`config.mk`:
```
export PLATFORM = sky130hd
export DESIGN_NAME = byte_stuffing_deframer
export DESIGN_NICKNAME = d
export VERILOG_FILES = /design/src/bsd_pkg.sv /design/src/bsd_front.sv /design/src/bsd_tokq.sv /design/src/bsd_back.sv /design/src/byte_stuffing_deframer.sv
export VERILOG_INCLUDE_DIRS = /design/src /design/src/src
export SDC_FILE = /design/constraint.sdc
export NUM_CORES = 1
export LEC_CHECK = 0
export BUFFER_PORTS_ARGS = -buffer_cell sky130_fd_sc_hd__buf_2
export CAP_MARGIN = 15
export CORE_MARGIN = 1.5
export CORE_UTILIZATION = 58
export DETAILED_ROUTE_END_ITERATION = 8
export GPL_ROUTABILITY_DRIVEN = 0
export PLACE_DENSITY = 0.78
export RECOVER_POWER = 100
export SLEW_MARGIN = 20
export SYNTH_ARGS = -nofsm -noshare
export SYNTH_HDL_FRONTEND = slang
export SYNTH_SLANG_ARGS = --single-unit
```
`constraint.sdc`:
```
create_clock -name clk -period 2.7 [get_ports clk]
set_input_delay 0.54 -clock clk [delete_from_list [all_inputs] [get_ports clk]]
set_output_delay 0.54 -clock clk [all_outputs]
set_load 0.05 [all_outputs]
```
`src/byte_stuffing_deframer_defines.svh`:
```
// Assertion macros for the byte stuffing deframer.
`ifndef BYTE_STUFFING_DEFRAMER_DEFINES_SVH
`define BYTE_STUFFING_DEFRAMER_DEFINES_SVH
`ifndef NO_ASSERTIONS
`define BSD_ASSERT(lbl, cond) \
	lbl: assert property (@(posedge clk) disable iff (!arst_n) (cond)) \
		else $error("assertion failed");
`define BSD_ASSERT_NEXT(lbl, ante, cons) \
	lbl: assert property (@(posedge clk) disable iff (!arst_n) (ante) |=> (cons)) \
		else $error("assertion failed");
`else
`define BSD_ASSERT(lbl, cond)
`define BSD_ASSERT_NEXT(lbl, ante, cons)
`endif
`endif

```
`src/bsd_pkg.sv`:
```
// Shared types and constants of the byte stuffing deframer.
package bsd_pkg;
	localparam int BYTE_W = 8;
	localparam int CFG_IDX_W = 1;
	localparam logic [CFG_IDX_W-1:0] REG_ESCAPE = 1'd0;
	localparam logic [CFG_IDX_W-1:0] REG_END = 1'd1;
	localparam logic [BYTE_W-1:0] ESCAPE_RST = 8'h00;
	localparam logic [BYTE_W-1:0] END_RST = 8'h01;
	localparam int TOKQ_DEPTH = 4;
	localparam int TOKQ_AW = $clog2(TOKQ_DEPTH);
	localparam int TOKQ_CW = $clog2(TOKQ_DEPTH + 1);

	// one classified link byte: data byte or frame end
	typedef struct packed {
		logic is_end;
		logic [BYTE_W-1:0] data;
	} token_t;

	typedef struct packed {
		logic empty;
		logic full;
	} qstat_t;
endpackage

```
`src/bsd_front.sv`:
```
// Front end: accepts link bytes and strips escapes into tokens.
module bsd_front (
	input  logic clk,
	input  logic arst_n,
	input  logic push,
	input  logic [bsd_pkg::BYTE_W-1:0] rx_byte,
	input  logic [bsd_pkg::BYTE_W-1:0] escape_byte,
	input  logic [bsd_pkg::BYTE_W-1:0] end_byte,
	input  bsd_pkg::qstat_t tq_stat,
	output logic full,
	output logic tok_push,
	output bsd_pkg::token_t tok
);
	import bsd_pkg::*;

	logic esc_pending_q;
	logic acc;

	assign full = tq_stat.full;
	assign acc = push && !full;

	always_comb begin
		tok.is_end = esc_pending_q && (rx_byte == end_byte);
		tok.data = rx_byte;
		// a bare escape produces no token
		tok_push = acc && (esc_pending_q || (rx_byte != escape_byte));
	end

	always_ff @(posedge clk or negedge arst_n) begin
		if (!arst_n) begin
			esc_pending_q <= 1'b0;
		end else if (acc) begin
			esc_pending_q <= !esc_pending_q && (rx_byte == escape_byte);
		end
	end
endmodule

```
`src/bsd_tokq.sv`:
```
// Token queue between front and back end.
`include "byte_stuffing_deframer_defines.svh"
module bsd_tokq (
	input  logic clk,
	input  logic arst_n,
	input  logic push,
	input  bsd_pkg::token_t wr_tok,
	input  logic pop,
	output bsd_pkg::token_t rd_tok,
	output bsd_pkg::qstat_t stat
);
	import bsd_pkg::*;

	token_t mem_q [TOKQ_DEPTH];
	logic [TOKQ_AW-1:0] wr_ptr_q;
	logic [TOKQ_AW-1:0] rd_ptr_q;
	logic [TOKQ_CW-1:0] cnt_q;

	assign stat.empty = (cnt_q == '0);
	assign stat.full = (cnt_q == TOKQ_CW'(TOKQ_DEPTH));
	assign rd_tok = mem_q[rd_ptr_q];

	always_ff @(posedge clk) begin
		if (push) begin
			mem_q[wr_ptr_q] <= wr_tok;
		end
	end

	always_ff @(posedge clk or negedge arst_n) begin
		if (!arst_n) begin
			wr_ptr_q <= '0;
			rd_ptr_q <= '0;
			cnt_q <= '0;
		end else begin
			if (push) begin
				wr_ptr_q <= wr_ptr_q + 1'b1;
			end
			if (pop) begin
				rd_ptr_q <= rd_ptr_q + 1'b1;
			end
			if (push && !pop) begin
				cnt_q <= cnt_q + 1'b1;
			end else if (pop && !push) begin
				cnt_q <= cnt_q - 1'b1;
			end
		end
	end

	`BSD_ASSERT(a_no_overflow, !(push && stat.full))
	`BSD_ASSERT(a_no_underflow, !(pop && stat.empty))
	`BSD_ASSERT_NEXT(a_cnt_up, push && !pop, cnt_q == $past(cnt_q) + 1'b1)
endmodule

```
`src/bsd_back.sv`:
```
// Back end: holds one byte back to mark frame ends, output queue.
`include "byte_stuffing_deframer_defines.svh"
module bsd_back (
	input  logic clk,
	input  logic arst_n,
	input  bsd_pkg::token_t tok,
	input  bsd_pkg::qstat_t tq_stat,
	output logic tok_pop,
	input  logic pop,
	output logic empty,
	output logic [bsd_pkg::BYTE_W-1:0] msg_byte,
	output logic msg_last
);
	import bsd_pkg::*;

	logic [BYTE_W-1:0] held_byte_q;
	logic held_valid_q;
	logic [BYTE_W-1:0] obyte_q [2];
	logic olast_q [2];
	logic owr_q;
	logic ord_q;
	logic [1:0] ocnt_q;
	logic room;
	logic emit;
	logic opop;

	assign room = (ocnt_q != 2'd2);
	assign tok_pop = !tq_stat.empty && room;
	assign emit = tok_pop && held_valid_q;
	assign empty = (ocnt_q == 2'd0);
	assign opop = pop && !empty;
	assign msg_byte = obyte_q[ord_q];
	assign msg_last = olast_q[ord_q];

	always_ff @(posedge clk) begin
		if (emit) begin
			obyte_q[owr_q] <= held_byte_q;
			olast_q[owr_q] <= tok.is_end;
		end
		if (tok_pop && !tok.is_end) begin
			held_byte_q <= tok.data;
		end
	end

	always_ff @(posedge clk or negedge arst_n) begin
		if (!arst_n) begin
			held_valid_q <= 1'b0;
			owr_q <= 1'b0;
			ord_q <= 1'b0;
			ocnt_q <= 2'd0;
		end else begin
			if (tok_pop) begin
				held_valid_q <= !tok.is_end;
			end
			if (emit) begin
				owr_q <= !owr_q;
			end
			if (opop) begin
				ord_q <= !ord_q;
			end
			if (emit && !opop) begin
				ocnt_q <= ocnt_q + 2'd1;
			end else if (opop && !emit) begin
				ocnt_q <= ocnt_q - 2'd1;
			end
		end
	end

	`BSD_ASSERT(a_ocnt_range, ocnt_q != 2'd3)
	`BSD_ASSERT(a_emit_has_room, !(emit && !room))
	`BSD_ASSERT_NEXT(a_end_clears, tok_pop && tok.is_end, !held_valid_q)
endmodule

```
`src/byte_stuffing_deframer.sv`:
```
// Top level of the byte stuffing deframer.
//
// Input channel: push/full. A raw link byte on rx_byte is taken at a clock
// edge with push high and full low. One byte per cycle while full stays low.
// Result channel: empty/pop. While empty is low, msg_byte/msg_last show the
// oldest decoded byte; it is taken at an edge with pop high.
// Escape + end byte closes a frame and marks the frame's final byte with
// msg_last; escape + any other byte gives that byte as data. Empty frames
// give nothing. Each decoded byte is held back until the next data byte or
// frame end arrives; once the releasing item has passed the token queue, the
// back end writes the byte to the output queue, from which it can be popped.
// Throughput without stalls: one item per cycle in both front and back end.
// A 4-entry token queue sits between them and a 2-entry output queue at the
// result side; when the receiver stalls both fill and full rises.
// Config: cfg_valid/cfg_ready write escape_byte (index 0) or end_byte
// (index 1); cfg_ready is always high. Write only while idle.
// Reset clears escape state, held byte and queues; escape_byte=0, end_byte=1.
module byte_stuffing_deframer (
	input  logic clk,
	input  logic arst_n,
	input  logic push,
	output logic full,
	input  logic [bsd_pkg::BYTE_W-1:0] rx_byte,
	output logic empty,
	input  logic pop,
	output logic [bsd_pkg::BYTE_W-1:0] msg_byte,
	output logic msg_last,
	input  logic cfg_valid,
	output logic cfg_ready,
	input  logic [bsd_pkg::CFG_IDX_W-1:0] cfg_index,
	input  logic [bsd_pkg::BYTE_W-1:0] cfg_data
);
	import bsd_pkg::*;

	logic [BYTE_W-1:0] escape_byte_q;
	logic [BYTE_W-1:0] end_byte_q;
	qstat_t tq_stat;
	token_t wr_tok;
	token_t rd_tok;
	logic tok_push;
	logic tok_pop;

	assign cfg_ready = 1'b1;

	// configuration registers
	always_ff @(posedge clk or negedge arst_n) begin
		if (!arst_n) begin
			escape_byte_q <= ESCAPE_RST;
			end_byte_q <= END_RST;
		end else if (cfg_valid && cfg_ready) begin
			case (cfg_index)
				REG_ESCAPE: escape_byte_q <= cfg_data;
				REG_END: end_byte_q <= cfg_data;
				default: ;
			endcase
		end
	end

	bsd_front u_front (
		.clk(clk),
		.arst_n(arst_n),
		.push(push),
		.rx_byte(rx_byte),
		.escape_byte(escape_byte_q),
		.end_byte(end_byte_q),
		.tq_stat(tq_stat),
		.full(full),
		.tok_push(tok_push),
		.tok(wr_tok)
	);

	bsd_tokq u_tokq (
		.clk(clk),
		.arst_n(arst_n),
		.push(tok_push),
		.wr_tok(wr_tok),
		.pop(tok_pop),
		.rd_tok(rd_tok),
		.stat(tq_stat)
	);

	bsd_back u_back (
		.clk(clk),
		.arst_n(arst_n),
		.tok(rd_tok),
		.tq_stat(tq_stat),
		.tok_pop(tok_pop),
		.pop(pop),
		.empty(empty),
		.msg_byte(msg_byte),
		.msg_last(msg_last)
	);
endmodule
```
==> reports/qor.csv <==
stage,metric,value,unit
run_status,status,finished with violations,
run_status,failing checks,"capacitance limit, slew limit",
cts,CTS sink cnt,91,
placement,Cells after DPL,306,
cts,Max Root-Sink Buffers,2,
timing,setup ws final,0.356,ns
synthesis,syn avg cell area,18.1,um^2
power,Worst VDD drop,0.000748,V
worst_setup_path,crit path launch type,flip-flop,
synthesis,post-synthesis cell count,202,
floorplan,die width,82.5,um
worst_setup_path,worst r2r dst,u_tokq.cnt_q[1],
worst_setup_path,CP max stage cell,nor4_1,
cts,clk root buf,clkbuf_8,
synthesis,register area share after synthesis,70.7,%
worst_setup_path,critical-path cell list,"xor2_1, nor4_1, a31oi_2, ha_1, inv_1, fa_1, mux2_2",
placement,Post-DP Area,3910,um^2
cts,cts bufs inserted,9,
route,post-DR wirelength/cell,16.5,um
route,DR vias,1725,
final_layout,Final Instance Area,4040,um^2
synthesis,"Cell Area, Synth",3660,um^2
floorplan,initial core utilization,61.1,%
cts,hold buffers post-CTS,0,
synthesis,simple-gate area share of the yosys netlist,3.69,%
final_layout,ant diodes,0,
floorplan,CORE AREA,5990,um^2
synthesis,Post-Synth XOR/XNOR Area,6.46,%
timing,smallest hold slack,0.435,ns
run,max-cap viol count,1,
synthesis,Mapped Nets,231,
route,post-route antenna net violation count,0,
synthesis,largest family of logic cells by synthesized area,multiplexers,
route,routed wire length,5330,um
worst_setup_path,crit path max fanout,2,
worst_setup_path,Worst EP required,2.94,ns
cts,CTS tree,done,
synthesis,mux share of post-synthesis cell area,13.9,%
worst_setup_path,Top delay family on crit path,adder cells,
worst_setup_path,"slowest stage delay, CP",0.51,ns
timing,Final Hold Vio Count,0,
final_layout,nets,271,
synthesis,Synth Warn #,0,
power,Leak,1.48,nW
synthesis,Synth Register Bits,91,
worst_hold_path,WHS Endpoint,end_byte_q[6],
timing,unrepaired setup endpoints after global routing,false,
final_layout,final cell count without fillers,322,
timing,Slew Limit Headroom,-2.46,%
timing,Clock Skew,0.00529,ns
worst_setup_path,Crit Path Class,reg -> reg,
global_route,vias in the first global route,1794,
cts,"Clk Latency, worst-skew pair",0.35,ns
floorplan,Ports,34,
worst_setup_path,endpoint class of the critical path,flip-flop,
final_layout,Final Core Density,67.4,%
timing,Fin Setup TNS,0,ns
route,DRC violations left,0,
worst_setup_path,worst reg2reg path depth,7,
timing,fmax,427,MHz
route,vias per inst,5.36,
final_layout,"most common cell after layout, fill and taps aside",edfxtp_1,
cts,post-CTS setup buffer count,0,
cts,# H-tree levels,3,
placement,HPWL after DPL,3790,um
placement,Port Buffer Count,32,
timing,Final setup viols,0,
power,PD cells,1140,nW/um^2
final_layout,area growth from synthesis to layout,10.4,%
timing,fin crit share,86.8,%
route,drt initial violations,64,
final_layout,share of cells above drive strength 1,25.9,%
synthesis,Synth Area in Compound Gates,1.09,%
global_route,Tot GR Track Use,18.5,%
floorplan,Die Y,82.5,um
worst_hold_path,hold path depth,2,
worst_hold_path,HP Start,cfg_data[6],
floorplan,row count,28,
final_layout,most frequent cells in the layout,"edfxtp_1 (62), dfrtp_1 (28), mux2_2 (26), clkbuf_1 (25), xnor2_1 (15)",
worst_setup_path,Worst EP arrival,2.58,ns
timing,final max-slew violation count,30,
timing,Tmin final,2.34,ns
worst_setup_path,Reg2Reg Setup Slack,0.36,ns
synthesis,Post-Synth Adder-Cell Area,2.60,%
cts,post_cts resized,0,
global_route,largest net degree at the start of global routing,30,
floorplan,total die area,6800,um^2
cts,clock slew at reported path FFs,0.08,ns
worst_hold_path,Hold WC Path Type,in -> reg,
global_route,first-pass GRT wire length,8700,um
power,overall power,4.59,mW
worst_setup_path,Bufs and invs on worst path,1,
global_route,initial antenna violation count,0,
synthesis,post-synth cell types,31,
route,DR pass1 iterations,4,
global_route,GRT overflow,0,
timing,Worst-Margin Slew,1.54,ns
placement,dpl ws,0.170,ns
worst_setup_path,worst r2r src,escape_byte_q[7],
## final cells by class
cell class	count	area (um^2)
clock buffer	14	163
clock inverter	2	10.0
sequential	91	2590
timing repair buffer	34	143
tap	75	93.8
fill	433	1950
multi-input combinational	99	1020
inverter	7	26.3
## worst register-to-register path: cells and delay by family (launching register included)
kind / cells / cell delay (ns)
AOI/OAI and AO/OA: 1 / 0.18
xor gates and xnor gates: 1 / 0.16
muxes: 1 / 0.26
and+or+nand+nor: 1 / 0.51
adders and majority gates: 2 / 0.65
DFF: 1 / 0.40
buffers and inverters: 1 / 0.07
## synthesized netlist by cell type (all sizes together)
master | number | area share [%]
mux4 | 9 | 5.5
mux2 | 27 | 8.4
nor3b | 1 | 0.21
xnor2 | 15 | 3.6
a31oi | 1 | 0.34
nor2 | 5 | 0.51
xor2 | 12 | 2.9
dfstp | 1 | 0.72
o32a | 1 | 0.27
nor4 | 3 | 0.85
inv | 7 | 0.72
nand4 | 1 | 0.17
clkbuf | 2 | 0.21
fa | 1 | 0.55
nand3b | 1 | 0.21
nand3 | 1 | 0.14
nand2 | 4 | 0.41
a21o | 1 | 0.21
nor2b | 1 | 0.17
ha | 6 | 2.1
o21ai | 2 | 0.27
buf | 3 | 0.48
edfxtp | 62 | 51
dfrtp | 28 | 19
and3 | 1 | 0.17
nand2b | 1 | 0.17
and2 | 4 | 0.68
conb | 1 | 0.10
## power by group
group	internal, mW	switching, mW	total [mW]
clock network	0.384	0.428	0.812
registers	2.05	0.240	2.29
logic	0.572	0.917	1.49
total	3.01	1.59	4.59
## kinds of logic (layout without fill, tap and decap cells)
kind of cell               count (synthesis)  count (layout)
AOI/OAI and AO/OA                          5               5
xor gates and xnor gates                  27              27
adders and majority gates                  7               7
buffers and inverters                     12              57
DFF                                       91              91
muxes                                     36              36
other                                      1               1
and+or+nand+nor                           23              23
## registers in the layout, indices dropped and copies added, names as in the netlist, 3 cells and up
register and cells:
escape_byte_q 8, u_back.held_byte_q 8, u_tokq.cnt_q 3, u_back.obyte_q 16, u_tokq.mem_q 36, end_byte_q 8
## worst max path at each step
stage,start,to,slack (ns),depth (start not counted)
floorplan,u_tokq.cnt_q[0],u_tokq.cnt_q[1],0.16,7
global placement,rx_byte[7],u_tokq.cnt_q[1],0.23,8
detailed placement,rx_byte[7],u_tokq.cnt_q[1],0.17,8
CTS,escape_byte_q[7],u_tokq.cnt_q[1],0.45,7
global route,escape_byte_q[7],u_tokq.cnt_q[1],0.23,7
finish,escape_byte_q[7],u_tokq.cnt_q[1],0.36,7
## per-layer routing
metal | GRT usage, % | up-vias | wire (um)
met3 | 5.38 | 5 | 210
met2 | 31.9 | 31 | 2790
met1 | 22.4 | 863 | 2260
li1 | - | 826 | -
met4 | 6.10 | 0 | 68
met5 | 0 | - | 0
Power figures use the tool's default switching activity.
